### config.mk
export PLATFORM = sky130hd
export DESIGN_NAME = fcr_ctrl
export DESIGN_NICKNAME = d
export VERILOG_FILES = /design/src/hw/rtl/floppy_controller_registers_unit_assert.svh /design/src/hw/rtl/fcr_pkg.sv /design/src/hw/rtl/fcr_ctrl.sv
export SDC_FILE = /design/constraint.sdc
export NUM_CORES = 1
export LEC_CHECK = 0
export BUFFER_PORTS_ARGS = -buffer_cell sky130_fd_sc_hd__buf_4
export CORE_AREA = 5 5 42 44
export CTS_BUF_LIST = sky130_fd_sc_hd__clkbuf_8
export DETAILED_ROUTE_END_ITERATION = 7
export DIE_AREA = 0 0 47 49
export GPL_TIMING_DRIVEN = 0
export REMOVE_ABC_BUFFERS = 1
export SLEW_MARGIN = 30
export SYNTH_ARGS = -nofsm -noshare
export SYNTH_HDL_FRONTEND = slang
export SYNTH_SLANG_ARGS = --single-unit
### constraint.sdc
create_clock -name i_clk -period 2.05 [get_ports i_clk]
set_input_delay 0.1025 -clock i_clk [delete_from_list [all_inputs] [get_ports i_clk]]
set_output_delay 0.1025 -clock i_clk [all_outputs]
set_load 0.01 [all_outputs]
### src/hw/rtl/floppy_controller_registers_unit_assert.svh
// Assertion macros shared by the floppy controller register unit.
`ifndef FLOPPY_CONTROLLER_REGISTERS_UNIT_ASSERT_SVH
`define FLOPPY_CONTROLLER_REGISTERS_UNIT_ASSERT_SVH

// Consequent must hold in the same cycle as the antecedent.
`define FCR_ASSERT_SAME(label, clk, rst_n, ante, cons, msg) \
    label: assert property (@(posedge clk) disable iff (!rst_n) (ante) |-> (cons)) \
        else $error(msg);

// Consequent must hold in the cycle after the antecedent.
`define FCR_ASSERT_NEXT(label, clk, rst_n, ante, cons, msg) \
    label: assert property (@(posedge clk) disable iff (!rst_n) (ante) |=> (cons)) \
        else $error(msg);

`endif

### src/hw/rtl/fcr_pkg.sv
// Types, codes and constants of the floppy controller register unit.
`timescale 1ns / 1ps

package fcr_pkg;

    localparam int BUFFER_DEPTH = 512;
    localparam int DATA_W       = 8;
    localparam int ADDR_W       = 4;
    localparam int OP_W         = 2;
    localparam int OFF_W        = 23;
    localparam int SECTOR_BYTES = 512;
    localparam int BUSY_READS_RST = 10;

    typedef enum logic [OP_W-1:0] {
        OP_WRITE     = 2'd0,
        OP_READ      = 2'd1,
        OP_DISK_BYTE = 2'd2,
        OP_DISK_ERR  = 2'd3
    } t_op;

    typedef enum logic [1:0] {
        PEND_NONE    = 2'd0,
        PEND_CONTROL = 2'd1,
        PEND_COMMAND = 2'd2
    } t_pend;

    typedef enum logic [1:0] {
        S_IDLE  = 2'd0,
        S_EXEC  = 2'd1,
        S_FETCH = 2'd2,
        S_DONE  = 2'd3
    } t_state;

    // Register map
    localparam logic [ADDR_W-1:0] REG_CONTROL  = 4'd0;
    localparam logic [ADDR_W-1:0] REG_COMMAND  = 4'd1;
    localparam logic [ADDR_W-1:0] REG_STATUS_A = 4'd2;
    localparam logic [ADDR_W-1:0] REG_STATUS_B = 4'd3;
    localparam logic [ADDR_W-1:0] REG_TRACK    = 4'd4;
    localparam logic [ADDR_W-1:0] REG_SECTOR   = 4'd5;
    localparam logic [ADDR_W-1:0] REG_SIDE     = 4'd6;
    localparam logic [ADDR_W-1:0] REG_DATA     = 4'd7;
    localparam logic [ADDR_W-1:0] REG_CLOCK    = 4'd8;
    localparam logic [ADDR_W-1:0] REG_STEP     = 4'd9;
    localparam logic [ADDR_W-1:0] REG_RESERVED = 4'd10;

    // Configuration register indexes
    localparam logic CFG_DISK_PRESENT = 1'b0;
    localparam logic CFG_BUSY_READS   = 1'b1;

    // Command codes, upper five bits of the command register
    localparam logic [4:0] CMD_READ_SECTOR = 5'h08;  // 0x40
    localparam logic [4:0] CMD_WPROT       = 5'h10;  // 0x80
    localparam logic [4:0] CMD_STEP_OUT    = 5'h02;  // 0x10
    localparam logic [4:0] CMD_STEP_IN     = 5'h03;  // 0x18
    localparam logic [4:0] CMD_SPIN_UP     = 5'h04;  // 0x20

    // Status A bits
    localparam logic [DATA_W-1:0] SA_BUSY   = 8'h80;
    localparam logic [DATA_W-1:0] SA_DRQ    = 8'h40;
    localparam logic [DATA_W-1:0] SA_EQ     = 8'h20;
    localparam logic [DATA_W-1:0] SA_RNF    = 8'h10;
    localparam logic [DATA_W-1:0] SA_WPROT  = 8'h02;
    localparam logic [DATA_W-1:0] SA_TRACK0 = 8'h01;
    localparam logic [DATA_W-1:0] SA_CMD_CLR = 8'h1C;

    // Status B bits
    localparam logic [DATA_W-1:0] SB_RDREQ   = 8'h80;
    localparam logic [DATA_W-1:0] SB_WRREQ   = 8'h40;
    localparam logic [DATA_W-1:0] SB_DISKIN  = 8'h08;
    localparam logic [DATA_W-1:0] SB_RUN     = 8'h02;

    localparam logic [DATA_W-1:0] CTRL_MOTOR = 8'h20;

    localparam logic [DATA_W-1:0] STATUS_A_RST = 8'h01;
    localparam logic [DATA_W-1:0] STATUS_B_RST = 8'h08;
    localparam logic [DATA_W-1:0] HEAD_MAX     = 8'd128;
    localparam logic [DATA_W-1:0] BYTE_ONES    = 8'hFF;

    typedef struct packed {
        logic capture;
        logic exec;
        logic fetch;
        logic finish;
    } t_dp_cmd;

    typedef struct packed {
        logic op_read;
    } t_dp_stat;

endpackage

### src/hw/rtl/fcr_ctrl.sv
// Sequencing state machine of the floppy controller register unit.
`timescale 1ns / 1ps

module fcr_ctrl (
    input  logic              i_clk,
    input  logic              i_rst_n,
    input  logic              i_start,
    input  fcr_pkg::t_dp_stat i_stat,
    output logic              o_busy,
    output fcr_pkg::t_dp_cmd  o_cmd
);

    fcr_pkg::t_state r_state;
    fcr_pkg::t_state n_state;

    always_ff @(posedge i_clk) begin
        if (!i_rst_n) begin
            r_state <= fcr_pkg::S_IDLE;
        end else begin
            r_state <= n_state;
        end
    end

    always_comb begin
        n_state = r_state;
        o_cmd   = '0;
        o_busy  = 1'b1;
        unique case (r_state)
            fcr_pkg::S_IDLE: begin
                o_busy = 1'b0;
                if (i_start) begin
                    o_cmd.capture = 1'b1;
                    n_state       = fcr_pkg::S_EXEC;
                end
            end
            fcr_pkg::S_EXEC: begin
                o_cmd.exec = 1'b1;
                // only register reads touch the buffer read port
                n_state = i_stat.op_read ? fcr_pkg::S_FETCH : fcr_pkg::S_DONE;
            end
            fcr_pkg::S_FETCH: begin
                o_cmd.fetch = 1'b1;
                n_state     = fcr_pkg::S_DONE;
            end
            fcr_pkg::S_DONE: begin
                o_cmd.finish = 1'b1;
                n_state      = fcr_pkg::S_IDLE;
            end
        endcase
    end

endmodule

# Yosys cells after proc, flatten, opt, wreduce, memory -nomap -nowiden

Index checks and enable logic that the tools add are counted.

Register bits: 2
Bits in latches: 0
Bits in writable memories: 0
Memory bits (read-only): 0
Output and inout port bits: 5
Memories: 0

$add $sub $neg: 0
Multipliers: 0
Div/mod/pow operators: 0
$lt $le $gt $ge: 0
Equality and inequality tests: 4
Shifts and indexed selects: 0
Multiplexer cells: 9
Bitwise gates (word level): 0
Reduce and logical (&&, ||, !) cells: 1

Operators with widths:

| cell                                                             | number |
|---|---|
| 2-bit one-hot mux with 4 select lines                            | 1 |
| 1-bit 2-to-1 mux                                                 | 7 |
| 2-bit == test (second input constant)                            | 2 |
| 2-bit by 1-bit == test with 1-bit output (second input constant) | 1 |
| 2-bit zero test                                                  | 1 |
| 2-bit 2-to-1 mux                                                 | 1 |
| 2-bit != test (second input constant)                            | 1 |

# Depth between registers and ports, before layout

Word-level depth: 2
Mapped depth: 5

# Least setup slack after synthesis

Ideal clock, no wire load.

Path kind: reg2reg
Start point: register r_state[1]
End point: register r_state[0]
Library setup time: 0.129 ns
Arrival: 1.048 ns
Required time: 1.921 ns
Setup slack: 0.873 ns
Stages on the path, launching flop included: 6
Path buffers: 0
Period minus slack after synthesis: 1.177 ns
Path through: dfxtp_1 > inv_1 > ha_1 > nor2b_1 > nor3_1 > a221oi_2

Word-level cells in the longest chain between the ends: 2
Elaborated cells between the ends (all ways): 6

RTL lines:

| element                                                                       | RTL line       | text |
|---|---|---|
| start, declared                                                               | fcr_ctrl.sv:13 | `fcr_pkg::t_state r_state;` |
| start signal, assigned                                                        | fcr_ctrl.sv:18 | `r_state <= fcr_pkg::S_IDLE;` |
| start signal, assigned                                                        | fcr_ctrl.sv:20 | `r_state <= n_state;` |
| 2-bit == test (tied with other cells)                                         | fcr_ctrl.sv:28 | `unique case (r_state)` |
| 2-bit one-hot mux with 4 select lines / 2-bit != test (equally long branches) | -              |  |

Parallel ways exist; a longest one is shown, timed or not.
A chain may end at the register's enable or synchronous reset.

==> results_dict.tcl <==
set metrics [dict create \
    yosys_warnings 0 \
    start_kind "register" \
    fin_nets 41 \
    core_um2 1400 \
    syn_avg_cell_area_um2 10.0 \
    io_pins 9 \
    drt_first_pass_iters 1 \
    grt_max_degree 6 \
    timing.final.crit_share_pct 68.9 \
    relSlewSlack_pct 86.8 \
    stdcell_area_um2 312 \
    synth-seq-cells 2 \
    final_cells 46 \
    io_buffers 8 \
    rsz0062_at_grt "false" \
    setup_viol 0 \
    drc 0 \
    finalSetupTns_ns 0 \
    drv_slew 0 \
    holdBufCountCts 0 \
    detail_route.wl_per_cell_um 7.80 \
    die_h_um 49 \
    postCtsSetupBuffers 0 \
    post_dp_cell_area_um2 270 \
    outcome "finished, final reports clean" \
    synth_cells 19 \
    cp_max_fo 5 \
    power.static_leakage_uw 0.000163 \
    dp.cells 43 \
    final_core_util_pct 22.2 \
    grt_pass1_vias 181 \
    synthDistinctLibCells 10 \
    die_x_um 47 \
    worst_pin_slew_ns 0.197 \
    clock_path_buffers 2 \
    cts_tree "yes" \
    via_count 157 \
    cts_made_buffers 3 \
    reg.largest.list "r_state: 2 flops" \
    antenna_left 0 \
    cts_root_buf "clkbuf_8" \
    die_area_um2 2300 \
    period_minus_slack_ns 1.41 \
    wirelength_um 359 \
    clk_latency_ns 0.21 \
    syn2layout_area_growth_pct 63.8 \
    max_cap_violations 0 \
    seq_area_frac_synth_pct 21.1 \
    end_kind "primary output" \
    clock_skew_ns 0.00118 \
    start_util_pct 13.6 \
    first_iter_violations 0 \
    gp_congestion 0.603 \
    regMostFlops "r_state" \
    num_antenna_cells 0 \
    path_class "register to primary output" \
    fp-row-count 14 \
    largest_register_ffs 2 \
    via_per_inst 3.41 \
    p_per_area_nw_per_um2 1520 \
    layout-drive-gt1-share_pct 50.0 \
    overflow 0 \
    ctsResizeCount 0 \
    peakVddDrop_mv 0.340 \
    critPathArrivalTime_ns 1.31 \
    hold_viol 0 \
    hold_class "input port to register" \
    fmax_mhz 708 \
    grt_usage_pct 4.29 \
    fillers 165 \
    synthesis.area_um2 190 \
    critical_path_required_ns 1.95 \
    grt_first_pass_wirelength_um 676 \
    cts.sinks 2 \
    antenna_found_initial 0 \
    cts_htree_levels 1 \
    clk_pin_slew_worst_paths_ns 0.03 \
]
cell type report:
class / count / area [um^2] / area share (%)
sequential: 2 / 40.0 / 12.9
tap: 16 / 20.0 / 6.43
inverter: 4 / 15.0 / 4.82
multi-input combinational: 13 / 135 / 43.4
clock buffer: 3 / 41.3 / 13.3
timing repair buffer: 8 / 60.1 / 19.3
power by group:
group / switching [uW] / internal [uW]
Combinational: 120 / 125
Clock: 28.4 / 124
Sequential: 19.3 / 56.7
Total: 168 / 305
cell usage after synthesis, drive strengths merged:
| master | number | area share, % |
|---|---|---|
| ha | 5 | 33 |
| and2 | 1 | 3.9 |
| mux2i | 1 | 5.3 |
| dfxtp | 2 | 21 |
| nor3 | 1 | 2.6 |
| a221oi | 1 | 7.9 |
| nand2b | 1 | 7.2 |
| inv | 4 | 7.9 |
| o21ai | 1 | 4.6 |
| nor2b | 2 | 6.6 |
final timing paths:
path              start    endpoint  slack, ns  depth (start not counted)
max          r_state[1]    o_cmd[3]       0.64                          4
min             i_rst_n  r_state[1]       0.12                          2
max reg2reg  r_state[1]  r_state[0]       0.79                          5
min reg2reg  r_state[0]  r_state[0]       0.60                          2
logic make-up (layout without fill, tap and decap cells):
family,count (synthesis),in the layout,share of synthesized area (%)
flip-flops,2,2,21.1
AO/OA/AOI/OAI,2,2,12.5
AND/OR/NAND/NOR,5,5,20.4
adder cells (fa/ha/maj),5,5,32.9
buffers and inverters,4,15,7.89
multiplexers,1,1,5.26
worst max-delay path, cell delays in order (launching register included):
cell and delay, ns:
dfxtp_1 0.41, inv_1 0.12, ha_1 0.24, and2_2 0.20, buf_4 0.14
stage by stage:
stage	hold slack (ns)	power [uW]	setup slack, ns
6_report	0.118	473	0.638
5_1_grt	0.156	518	0.559
4_1_cts	0.115	487	0.609
3_5_place_dp	0.329	328	0.773
3_3_place_gp	0.327	324	0.786
2_1_floorplan	0.228	244	0.873
routing by layer:
layer  vias to the layer above  GRT usage, %  routed length (um)  part of all wire (%)
li1                         83             -                   -                     -
met1                        70          4.16                 135                    38
met2                         4          6.11                 198                    55
met3                         0          2.21                  24                   6.7
met4                         0          4.15                   0                     0
met5                         -             0                   0                     0
placed cells by master (no fill, tap or decap), drive strengths merged:
cell type / n
mux2i: 1
nor3: 1
ha: 5
dfxtp: 2
clkbuf: 3
a221oi: 1
inv: 4
and2: 1
buf: 8
o21ai: 1
nor2b: 2
nand2b: 1
Note: power is estimated with default switching activity, not from simulation.
